$ cat config.mk
export PLATFORM = sky130hd
export DESIGN_NAME = binomial_coefficient_unit
export DESIGN_NICKNAME = d
export VERILOG_FILES = /design/src/bcu_pkg.sv /design/src/binomial_coefficient_unit.sv /design/src/bcu_ctrl.sv /design/src/bcu_dp.sv
export VERILOG_INCLUDE_DIRS = /design/src /design/src/src
export SDC_FILE = /design/constraint.sdc
export NUM_CORES = 2
export LEC_CHECK = 0
export BUFFER_PORTS_ARGS = -buffer_cell sky130_fd_sc_hd__buf_2
export CORE_MARGIN = 3
export CORE_UTILIZATION = 54
export DETAILED_ROUTE_END_ITERATION = 8
export PLACE_DENSITY = 0.83
export SLEW_MARGIN = 20
export SYNTH_ARGS = -nofsm -noshare
export SYNTH_HDL_FRONTEND = slang
export SYNTH_SLANG_ARGS = --single-unit
$ cat constraint.sdc
create_clock -name clk_i -period 7.4 [get_ports clk_i]
set_input_delay 0.37 -clock clk_i [delete_from_list [all_inputs] [get_ports clk_i]]
set_output_delay 0.37 -clock clk_i [all_outputs]
set_load 0.05 [all_outputs]
$ cat src/assert_macros.svh
// ----------------------------------------------------------------------------
// assert_macros.svh
// Assertion macros shared by the binomial coefficient unit.
// ----------------------------------------------------------------------------
`ifndef ASSERT_MACROS_SVH
`define ASSERT_MACROS_SVH

// Property checked on every rising clock edge, off during reset
`define BCU_ASSERT(lbl, prop, msg) \
  lbl: assert property (@(posedge clk_i) disable iff (!rst_ni) (prop)) else $error(msg);

// Condition that must never be true outside reset
`define BCU_ASSERT_NEVER(lbl, cond, msg) \
  `BCU_ASSERT(lbl, !(cond), msg)

`endif

$ cat src/bcu_pkg.sv
// ----------------------------------------------------------------------------
// bcu_pkg
// Shared types and constants of the binomial coefficient unit.
// ----------------------------------------------------------------------------
package bcu_pkg;

  // Operand and result widths
  localparam int unsigned NW       = 10;
  localparam int unsigned AccW     = 63;
  localparam int unsigned MulW     = AccW + NW;
  // Dividend padded to an even width for two quotient bits per cycle
  localparam int unsigned ProdW    = MulW + (MulW % 2);
  localparam int unsigned DivIters = ProdW / 2;
  localparam int unsigned DivCntW  = $clog2(DivIters);

  // Largest accepted n
  localparam int unsigned MaxN = 1023;

  // Saturation value of the result
  localparam logic [AccW-1:0] ResultLimit = {AccW{1'b1}};

  // Controller states
  typedef enum logic [2:0] {
    StIdle,
    StLoop,
    StDiv,
    StCheck,
    StFinish
  } state_e;

  // Controller to datapath commands
  typedef struct packed {
    logic load;   // latch a new request
    logic mul;    // start a step: multiply and bump the step count
    logic div;    // one radix-4 division cycle
    logic check;  // take the quotient, flag overflow
    logic emit;   // load the output register
  } cmd_t;

  // Datapath to controller status
  typedef struct packed {
    logic bad;         // k above n, or n above the limit
    logic steps_done;  // all steps taken
    logic ovf;         // partial value passed the limit
    logic div_last;    // final division cycle
  } sts_t;

endpackage

$ cat src/binomial_coefficient_unit.sv
// ----------------------------------------------------------------------------
// binomial_coefficient_unit
// Computes C(n,k) for 10-bit n and k; saturates to 2^63-1 with an overflow
// flag when the value leaves the signed 64-bit range. k above n gives 0, k of
// zero gives 1. One request is worked at a time. The value is built as
// C(n-kk+i, i) for i = 1..kk with kk = min(k, n-k); each step runs a multiply,
// the radix-4 exact divider and a check, and request and result handling
// come around the steps. The steps run never exceed 34, because larger
// values overflow and stop early.
// A new request is taken while the previous result still waits on its output.
// ----------------------------------------------------------------------------
`include "assert_macros.svh"

module binomial_coefficient_unit (
  input  logic                     clk_i,
  input  logic                     rst_ni,
  input  logic                     in_valid_i,
  output logic                     in_stall_o,
  input  logic [bcu_pkg::NW-1:0]   set_size_i,
  input  logic [bcu_pkg::NW-1:0]   choose_count_i,
  output logic                     out_valid_o,
  input  logic                     out_stall_i,
  output logic [bcu_pkg::AccW-1:0] combinations_o,
  output logic                     overflow_o
);

  bcu_pkg::cmd_t cmd;
  bcu_pkg::sts_t sts;

  // Sequencer
  bcu_ctrl u_ctrl (
    .clk_i       (clk_i),
    .rst_ni      (rst_ni),
    .in_valid_i  (in_valid_i),
    .in_stall_o  (in_stall_o),
    .out_valid_o (out_valid_o),
    .out_stall_i (out_stall_i),
    .sts_i       (sts),
    .cmd_o       (cmd)
  );

  // Arithmetic
  bcu_dp u_dp (
    .clk_i          (clk_i),
    .rst_ni         (rst_ni),
    .cmd_i          (cmd),
    .sts_o          (sts),
    .set_size_i     (set_size_i),
    .choose_count_i (choose_count_i),
    .combinations_o (combinations_o),
    .overflow_o     (overflow_o)
  );

  // Checks
  `BCU_ASSERT(a_busy_after_req, (in_valid_i && !in_stall_o) |=> in_stall_o, "request not held off")
  `BCU_ASSERT(a_ovf_saturates, (out_valid_o && overflow_o) |-> (combinations_o == bcu_pkg::ResultLimit), "overflow without saturation")
  `BCU_ASSERT_NEVER(a_cmd_onehot, !$onehot0(cmd), "conflicting datapath commands")

endmodule

$ cat src/bcu_ctrl.sv
// ----------------------------------------------------------------------------
// bcu_ctrl
// Sequencer for the binomial coefficient unit: handshakes and step control.
// ----------------------------------------------------------------------------
module bcu_ctrl (
  input  logic          clk_i,
  input  logic          rst_ni,
  input  logic          in_valid_i,
  output logic          in_stall_o,
  output logic          out_valid_o,
  input  logic          out_stall_i,
  input  bcu_pkg::sts_t sts_i,
  output bcu_pkg::cmd_t cmd_o
);

  bcu_pkg::state_e state_q, state_d;
  logic            out_valid_q, out_valid_d;

  // State and output-valid registers
  always_ff @(posedge clk_i or negedge rst_ni) begin
    if (!rst_ni) begin
      state_q     <= bcu_pkg::StIdle;
      out_valid_q <= 1'b0;
    end else begin
      state_q     <= state_d;
      out_valid_q <= out_valid_d;
    end
  end

  // Next state and commands
  always_comb begin
    state_d     = state_q;
    cmd_o       = '0;
    in_stall_o  = 1'b1;
    out_valid_d = out_valid_q;
    if (out_valid_q && !out_stall_i) begin
      out_valid_d = 1'b0;
    end
    case (state_q)
      bcu_pkg::StIdle: begin
        in_stall_o = 1'b0;
        if (in_valid_i) begin
          cmd_o.load = 1'b1;
          state_d    = bcu_pkg::StLoop;
        end
      end
      bcu_pkg::StLoop: begin
        if (sts_i.bad || sts_i.ovf || sts_i.steps_done) begin
          state_d = bcu_pkg::StFinish;
        end else begin
          cmd_o.mul = 1'b1;
          state_d   = bcu_pkg::StDiv;
        end
      end
      bcu_pkg::StDiv: begin
        cmd_o.div = 1'b1;
        if (sts_i.div_last) begin
          state_d = bcu_pkg::StCheck;
        end
      end
      bcu_pkg::StCheck: begin
        cmd_o.check = 1'b1;
        state_d     = bcu_pkg::StLoop;
      end
      bcu_pkg::StFinish: begin
        // wait for the output register to free up
        if (!out_valid_q || !out_stall_i) begin
          cmd_o.emit  = 1'b1;
          out_valid_d = 1'b1;
          state_d     = bcu_pkg::StIdle;
        end
      end
      default: begin
        state_d = bcu_pkg::StIdle;
      end
    endcase
  end

  assign out_valid_o = out_valid_q;

endmodule

$ cat src/bcu_dp.sv
// ----------------------------------------------------------------------------
// bcu_dp
// Datapath: running coefficient, 63x10 multiplier, radix-4 exact divider.
// ----------------------------------------------------------------------------
module bcu_dp (
  input  logic                        clk_i,
  input  logic                        rst_ni,
  input  bcu_pkg::cmd_t               cmd_i,
  output bcu_pkg::sts_t               sts_o,
  input  logic [bcu_pkg::NW-1:0]      set_size_i,
  input  logic [bcu_pkg::NW-1:0]      choose_count_i,
  output logic [bcu_pkg::AccW-1:0]    combinations_o,
  output logic                        overflow_o
);

  logic [bcu_pkg::NW-1:0]      kk_q, base_q, step_q, div_q, rem_q;
  logic                        bad_q, ovf_q;
  logic [bcu_pkg::AccW-1:0]    acc_q;
  logic [bcu_pkg::ProdW-1:0]   prod_q;
  logic [bcu_pkg::DivCntW-1:0] cnt_q;
  logic [bcu_pkg::AccW-1:0]    comb_q;
  logic                        ovf_out_q;

  logic                        bad_in;
  logic [bcu_pkg::NW-1:0]      diff_in, kk_in, step_nxt, mult;
  logic [bcu_pkg::MulW-1:0]    mul_res;
  logic [bcu_pkg::NW:0]        t1, t2, s1, s2;
  logic                        q1, q2;
  logic [bcu_pkg::NW-1:0]      r1, r2;

  // Request decode: k above n is rejected, otherwise use min(k, n-k)
  assign bad_in  = (choose_count_i > set_size_i) || (32'(set_size_i) > bcu_pkg::MaxN);
  assign diff_in = set_size_i - choose_count_i;
  assign kk_in   = (diff_in < choose_count_i) ? diff_in : choose_count_i;

  // Step i multiplies by (n - kk + i)
  assign step_nxt = step_q + 1'b1;
  assign mult     = base_q + step_nxt;
  assign mul_res  = acc_q * mult;

  // Two restoring division steps per cycle
  assign t1 = {rem_q, prod_q[bcu_pkg::ProdW-1]};
  assign s1 = t1 - {1'b0, div_q};
  assign q1 = (t1 >= {1'b0, div_q});
  assign r1 = q1 ? s1[bcu_pkg::NW-1:0] : t1[bcu_pkg::NW-1:0];
  assign t2 = {r1, prod_q[bcu_pkg::ProdW-2]};
  assign s2 = t2 - {1'b0, div_q};
  assign q2 = (t2 >= {1'b0, div_q});
  assign r2 = q2 ? s2[bcu_pkg::NW-1:0] : t2[bcu_pkg::NW-1:0];

  // Control-side registers
  always_ff @(posedge clk_i or negedge rst_ni) begin
    if (!rst_ni) begin
      bad_q  <= 1'b0;
      ovf_q  <= 1'b0;
      step_q <= '0;
      kk_q   <= '0;
      cnt_q  <= '0;
    end else begin
      if (cmd_i.load) begin
        bad_q  <= bad_in;
        ovf_q  <= 1'b0;
        step_q <= '0;
        kk_q   <= kk_in;
      end
      if (cmd_i.mul) begin
        step_q <= step_nxt;
        cnt_q  <= '0;
      end
      if (cmd_i.div) begin
        cnt_q <= cnt_q + 1'b1;
      end
      if (cmd_i.check && (prod_q[bcu_pkg::ProdW-1:bcu_pkg::AccW] != '0)) begin
        ovf_q <= 1'b1;
      end
    end
  end

  // Payload registers
  always_ff @(posedge clk_i) begin
    if (cmd_i.load) begin
      base_q <= set_size_i - kk_in;
      acc_q  <= bcu_pkg::AccW'(1);
    end
    if (cmd_i.mul) begin
      prod_q <= bcu_pkg::ProdW'(mul_res);
      div_q  <= step_nxt;
      rem_q  <= '0;
    end
    if (cmd_i.div) begin
      prod_q <= {prod_q[bcu_pkg::ProdW-3:0], q1, q2};
      rem_q  <= r2;
    end
    if (cmd_i.check) begin
      acc_q <= prod_q[bcu_pkg::AccW-1:0];
    end
    if (cmd_i.emit) begin
      if (bad_q) begin
        comb_q    <= '0;
        ovf_out_q <= 1'b0;
      end else if (ovf_q) begin
        comb_q    <= bcu_pkg::ResultLimit;
        ovf_out_q <= 1'b1;
      end else begin
        comb_q    <= acc_q;
        ovf_out_q <= 1'b0;
      end
    end
  end

  assign sts_o.bad        = bad_q;
  assign sts_o.ovf        = ovf_q;
  assign sts_o.steps_done = (step_q == kk_q);
  assign sts_o.div_last   = (cnt_q == bcu_pkg::DivCntW'(bcu_pkg::DivIters - 1));

  assign combinations_o = comb_q;
  assign overflow_o     = ovf_out_q;

endmodule
; ---- Yosys cells after proc, flatten, opt, wreduce, memory -nomap -nowiden
; Cells that the tools add are included.
[word_totals]
ff_bits = 263
inputBits = 24
output_inout_bits = 66
wordCells = 83
[classes]
add_sub_neg = 7
mul = 1
magnitude_cmp = 4
eq_ne = 9
muxes = 34
n_reduce_logical = 14
[op_table]
columns = operator, n
row1 = two-way mux 63 bit, 3
row2 = two-way mux 74 bit, 2
row3 = multiplier 63 x 10 -> 73 bit, 1
row4 = two-way mux 10 bit, 7
row5 = subtractor 10 bit, 4
row6 = >= comparator 11 x 10 -> 1 bit, 2
row7 = two-way mux 1 bit, 15
row8 = case mux 3 bit (5 select lines), 1
row9 = two-way mux 3 bit, 4
row10 = two-way mux 6 bit, 2
row11 = nonzero test 11 bit, 1
row12 = adder 10 x 1 -> 10 bit (second input constant), 1
row13 = adder 10 bit, 1
row14 = == test 10 bit, 1
row15 = > comparator 10 bit, 1
row16 = less-than comparator 10 bit, 1
row17 = nonzero test 2 bit, 4
row18 = adder 6 x 1 -> 6 bit (second input constant), 1
row19 = == test 3 x 2 -> 1 bit (second input constant), 2
row20 = == test 6 bit (second input constant), 1
row21 = != test 2 bit (second input constant), 2
row22 = == test 3 x 1 -> 1 bit (second input constant), 1
row23 = == test 3 bit (second input constant), 1
row24 = logical NOT 3 bit, 1
row25 = 5 further kinds, 9

; ---- Depth between registers and ports, before layout
[depth]
word_depth = 6
mapped_depth = 36
depth_no_buf = 34

; ---- Modules after synthesis
; From an unflattened synthesis, not the netlist that was laid out.
[unflattened]
cells_unflattened = 3599
area_unflattened_um2 = 33151.8
[modules_own_cells]
columns = mod, n_inst, cells_per_inst, area_per_inst_um2, seq_area_each_um2
row1 = bcu_dp, 1, 3573, 32901.6, 7637.3
row2 = bcu_ctrl, 1, 26, 250.2, 100.1

; ---- Worst setup path before layout
; Ideal clock, no wire load.
[synth_timing]
path_type = register to register
startpoint = reg u_dp.step_q[0] (netlist bit)
endpoint = reg u_dp.prod_q[66] (netlist bit), data pin
setup_ps = 264
arrival_ps = 7459
t_required_ps = 7136
path_slack_ps = -323
path_stages_with_launch = 35
path_buffers = 2
period_less_slack_ps = 7723
path_cell_list = dfrtp_1 -> ha_1 -> ha_1 -> a21o_1 -> a21oi_1 -> o21ai_0 -> a21oi_1 -> o21bai_1 -> a21oi_1 -> o21bai_1 -> a21oi_1 -> xnor2_1 -> clkbuf_1 -> and2_1 -> fa_1 -> inv_1 -> fa_1 -> fa_1 -> inv_1 -> fa_1 -> inv_1 -> fa_1 -> inv_1 -> ha_1 -> buf_2 -> a21o_1 -> o21ba_4 -> nand2_1 -> a2111oi_4 -> a2111oi_4 -> a31oi_2 -> o21ai_2 -> a41oi_2 -> xor2_1 -> o21ai_1
[synth_between]
elab_chain_len = 5
[synth_rtl]
columns = item, line_no
row1 = start: declaration, bcu_dp.sv:16  ; logic [bcu_pkg::NW-1:0] kk_q, base_q, step_q, div_q, rem_q;
row2 = start signal: assignment, bcu_dp.sv:67  ; step_q <= step_nxt;
row3 = adder 10 x 1 -> 10 bit, bcu_dp.sv:37  ; assign step_nxt = step_q + 1'b1;
row4 = "net u_dp.step_nxt, one bit", bcu_dp.sv:25  ; logic [bcu_pkg::NW-1:0] diff_in, kk_in, step_nxt, mult;
row5 = adder 10 bit, bcu_dp.sv:38  ; assign mult = base_q + step_nxt;
row6 = multiplier 63 x 10 -> 73 bit, bcu_dp.sv:39  ; assign mul_res = acc_q * mult;
row7 = two-way mux 74 bit, bcu_dp.sv:85  ; if (cmd_i.mul) begin
row8 = two-way mux 74 bit, bcu_dp.sv:90  ; if (cmd_i.div) begin
row9 = end signal: assignment, bcu_dp.sv:86  ; prod_q <= bcu_pkg::ProdW'(mul_res);
row10 = end signal: assignment, bcu_dp.sv:91  ; prod_q <= {prod_q[bcu_pkg::ProdW-3:0], q1, q2};
row11 = end: declaration, bcu_dp.sv:19  ; logic [bcu_pkg::ProdW-1:0] prod_q;
; The timed path passes the listed nets, and every way through them passes these cells. The select of a mux whose other input is x is not followed.
; A chain may end at the register's enable or synchronous reset.

; ---- Worst setup path in the final report
[layout_timing]
startpoint = reg u_dp.step_q[0] (netlist bit)
endpoint = reg u_dp.prod_q[64] (netlist bit), data pin
; The elaborated chain is that of the path after synthesis.

==> impl_metrics.env <==
export IMPL_io_pins=90
export IMPL_clock_path_buffers=3
export IMPL_root_buffer="clkbuf_16"
export IMPL_place_ws_ns=-0.943
export IMPL_layout_nets=4633
export IMPL_grt_use_total_pct=28.0
export IMPL_min_path_type="input pin to flip-flop"
export IMPL_die_w_um=256
export IMPL_gp_congestion=0.945
export IMPL_routed_wl_mm=98.4
export IMPL_core_um2=61000
export IMPL_synth_nets=4361
export IMPL_grt_max_degree=93
export IMPL_slew_headroom_pct=29.8
export IMPL_grt_pass1_vias=29200
export IMPL_dieArea_um2=65400
export IMPL_worstPathMaxFanout=6
export IMPL_fin_util_pct=66.1
export IMPL_rsz0062_at_grt="yes"
export IMPL_antenna_found_initial=1
export IMPL_yosysMostFrequentCell="inv_1"
export IMPL_vias=27900
export IMPL_drt_iter0_markers=2653
export IMPL_synth_area_um2=33700
export IMPL_yosys_area_top_type_share_pct=29.2
export IMPL_area_growth_synth_to_final_pct=19.7
export IMPL_cts_reportedPaths_clkPinSlew_ns=0.06
export IMPL_ys_ff_latch=263
export IMPL_drcViolationCount=0
export IMPL_die_h_um=256
export IMPL_crit_buf_inv=11
export IMPL_setup_violations=53
export IMPL_max_freq_mhz=124
export IMPL_crit_family="adder cells"
export IMPL_clkSinkCount=263
export IMPL_yosysWarnings=0
export IMPL_critical_path_class="flip-flop to flip-flop"
export IMPL_cp_end_kind="flip-flop"
export IMPL_cp_arrival_ns=8.37
export IMPL_finalCritPeriodShare_pct=109
export IMPL_h_tree_depth=2
export IMPL_cap_violations=0
export IMPL_routedWlPerCell_um=20.5
export IMPL_tightest_slew_ns=1.05
export IMPL_min_period_ns=8.09
export IMPL_netlist_instances=3677
export IMPL_clock_skew_ns=0.0267
export IMPL_grt_pass1_wl_mm=148
export IMPL_crit_top_cell="inv_2"
export IMPL_cts_made_buffers=36
export IMPL_violations="negative setup slack"
export IMPL_clk_latency_ns=0.57
export IMPL_rows=90
export IMPL_drive_gt1_share_pct=19.9
export IMPL_ant_nets=0
export IMPL_fin_ws_ns=-0.686
export IMPL_syn_area_per_cell_um2=9.16
export IMPL_max_stage_delay_ns=0.56
export IMPL_start_kind="flip-flop"
export IMPL_synth_cell_types=83
export IMPL_gr_total_overflow=0
export IMPL_slowest_stage="fa_1"
export IMPL_first_pass_iters=8
export IMPL_yosys_top_cells_count="668 x inv_1, 491 x fa_1, 360 x and2_1"
export IMPL_yosys_area_top_type="fa_1"
export IMPL_synthTopCellsByArea="fa_1 29%, edfxtp_1 21%, inv_1 7.4%"
export IMPL_synthFlopType="edfxtp_1"
export IMPL_async_flop_share_pct=12.2
export IMPL_cts_tree="yes"
export IMPL_ys_seq_area_share_pct=23.0
export IMPL_hold_viol=0
export IMPL_dpl_hpwl_mm=64.8
export IMPL_drv_slew=0
export IMPL_status="finished with violations"
export IMPL_cp_data_required_time_ns=7.68
export IMPL_start_util_pct=55.2
export IMPL_vias_per_cell=5.81
export IMPL_synth_enable_flop_cells=231
export IMPL_port_buffers=89
==> worst register-to-register path, delay by kind of cell (launching register included) <==
family	cells	cell delay, ns
and+or+nand+nor	1	0.15
xor gates and xnor gates	2	0.43
DFF	1	0.44
adders and majority gates	8	3.51
AOI/OAI and AO/OA	12	2.20
buffers and inverters	11	1.04
==> placed cells by master, fill, tap and decap left out, types with 46 or more instances in the layout <==
master,Yosys,final
nor2_1,283,277
buf_4,13,297
ha_1,169,127
inv_1,668,641
o21ai_0,86,67
edfxtp_1,231,231
buf_2,12,89
nand2_1,343,331
and2_1,360,342
and3_1,79,78
a21o_1,46,46
a21oi_1,160,109
nand2b_1,70,69
fa_1,491,484
xnor2_1,74,53
==> final cells by class <==
cell class	instances	area, µm²
Multi-Input combinational cell	2527	24200
Fill cell	4301	20700
Sequential cell	263	7740
Timing Repair Buffer	452	3670
Inverter	669	2510
Tap cell	828	1040
Clock buffer	45	998
Clock inverter	20	173
Antenna cell	1	2.50
==> layer usage <==
metal	vias to the layer above	global-route usage, %	share of wire (%)	routed length, µm
li1	12000	-	-	-
met1	13800	34.3	36	35700
met4	2	11.8	5.2	5160
met2	1636	48.2	49	48100
met5	-	0	0.018	18
met3	410	5.85	9.5	9380
==> timing repair <==
action,CTS,global route
endpoints found under the hold margin,32,0
endpoints found under the setup margin,45,58
setup buffers,24,27
resized for setup,118,215
hold buffers,1,0
pin swaps,27,105
gates cloned,1,5
==> state kept, by name, indices dropped and copies added (netlist names) <==
signal,count
u_dp.prod_q,74
u_dp.acc_q,63
u_dp.combinations_o,63
u_dp.base_q,10
u_dp.div_q,10
u_dp.kk_q,10
u_dp.rem_q,10
u_dp.step_q,10
u_dp.cnt_q,6
u_ctrl.state_q,3
u_ctrl.out_valid_o,1
u_dp.bad_q,1
u_dp.overflow_o,1
u_dp.ovf_q,1
==> final timing paths <==
check                          startpoint                 end  slack, ns  cells after the start
max                        u_dp.step_q[0]     u_dp.prod_q[64]      -0.69                     34
min                            in_valid_i   u_ctrl.state_q[0]       0.06                      3
max reg2reg                u_dp.step_q[0]     u_dp.prod_q[64]      -0.69                     34
min reg2reg                 u_dp.cnt_q[5]       u_dp.cnt_q[5]       0.50                      1
max in group asynchronous          rst_ni          u_dp.bad_q       6.46                      2
min in group asynchronous          rst_ni  u_ctrl.out_valid_o       0.40                      2
==> cells by family after synthesis <==
group	Yosys count	share of synthesized area [%]
xor+xnor	108	2.81
buf+inv	887	10.1
fa+ha+maj	660	35.5
simple gates	1285	19.2
compound gates	439	8.40
mux	35	1.08
flops	263	23.0
==> per-stage QoR <==
stage / TNS (ns) / std cells / cell area [µm²] / hold slack [ns]
final: -22.12 / 4805 / 40300 / 0.0553
after global routing: -35.78 / 4804 / 40300 / 0.0542
after CTS: -11.51 / 4780 / 39200 / 0.0395
after detailed placement: -16.52 / 4689 / 37100 / 0.467
after global placement: -9.82 / 4689 / 37100 / 0.477
after floorplan: -0.0110 / 3677 / 33800 / 0.0744
Power is not shown: default switching activity piles up to over one toggle a cycle in this logic, so the estimate is an artifact.
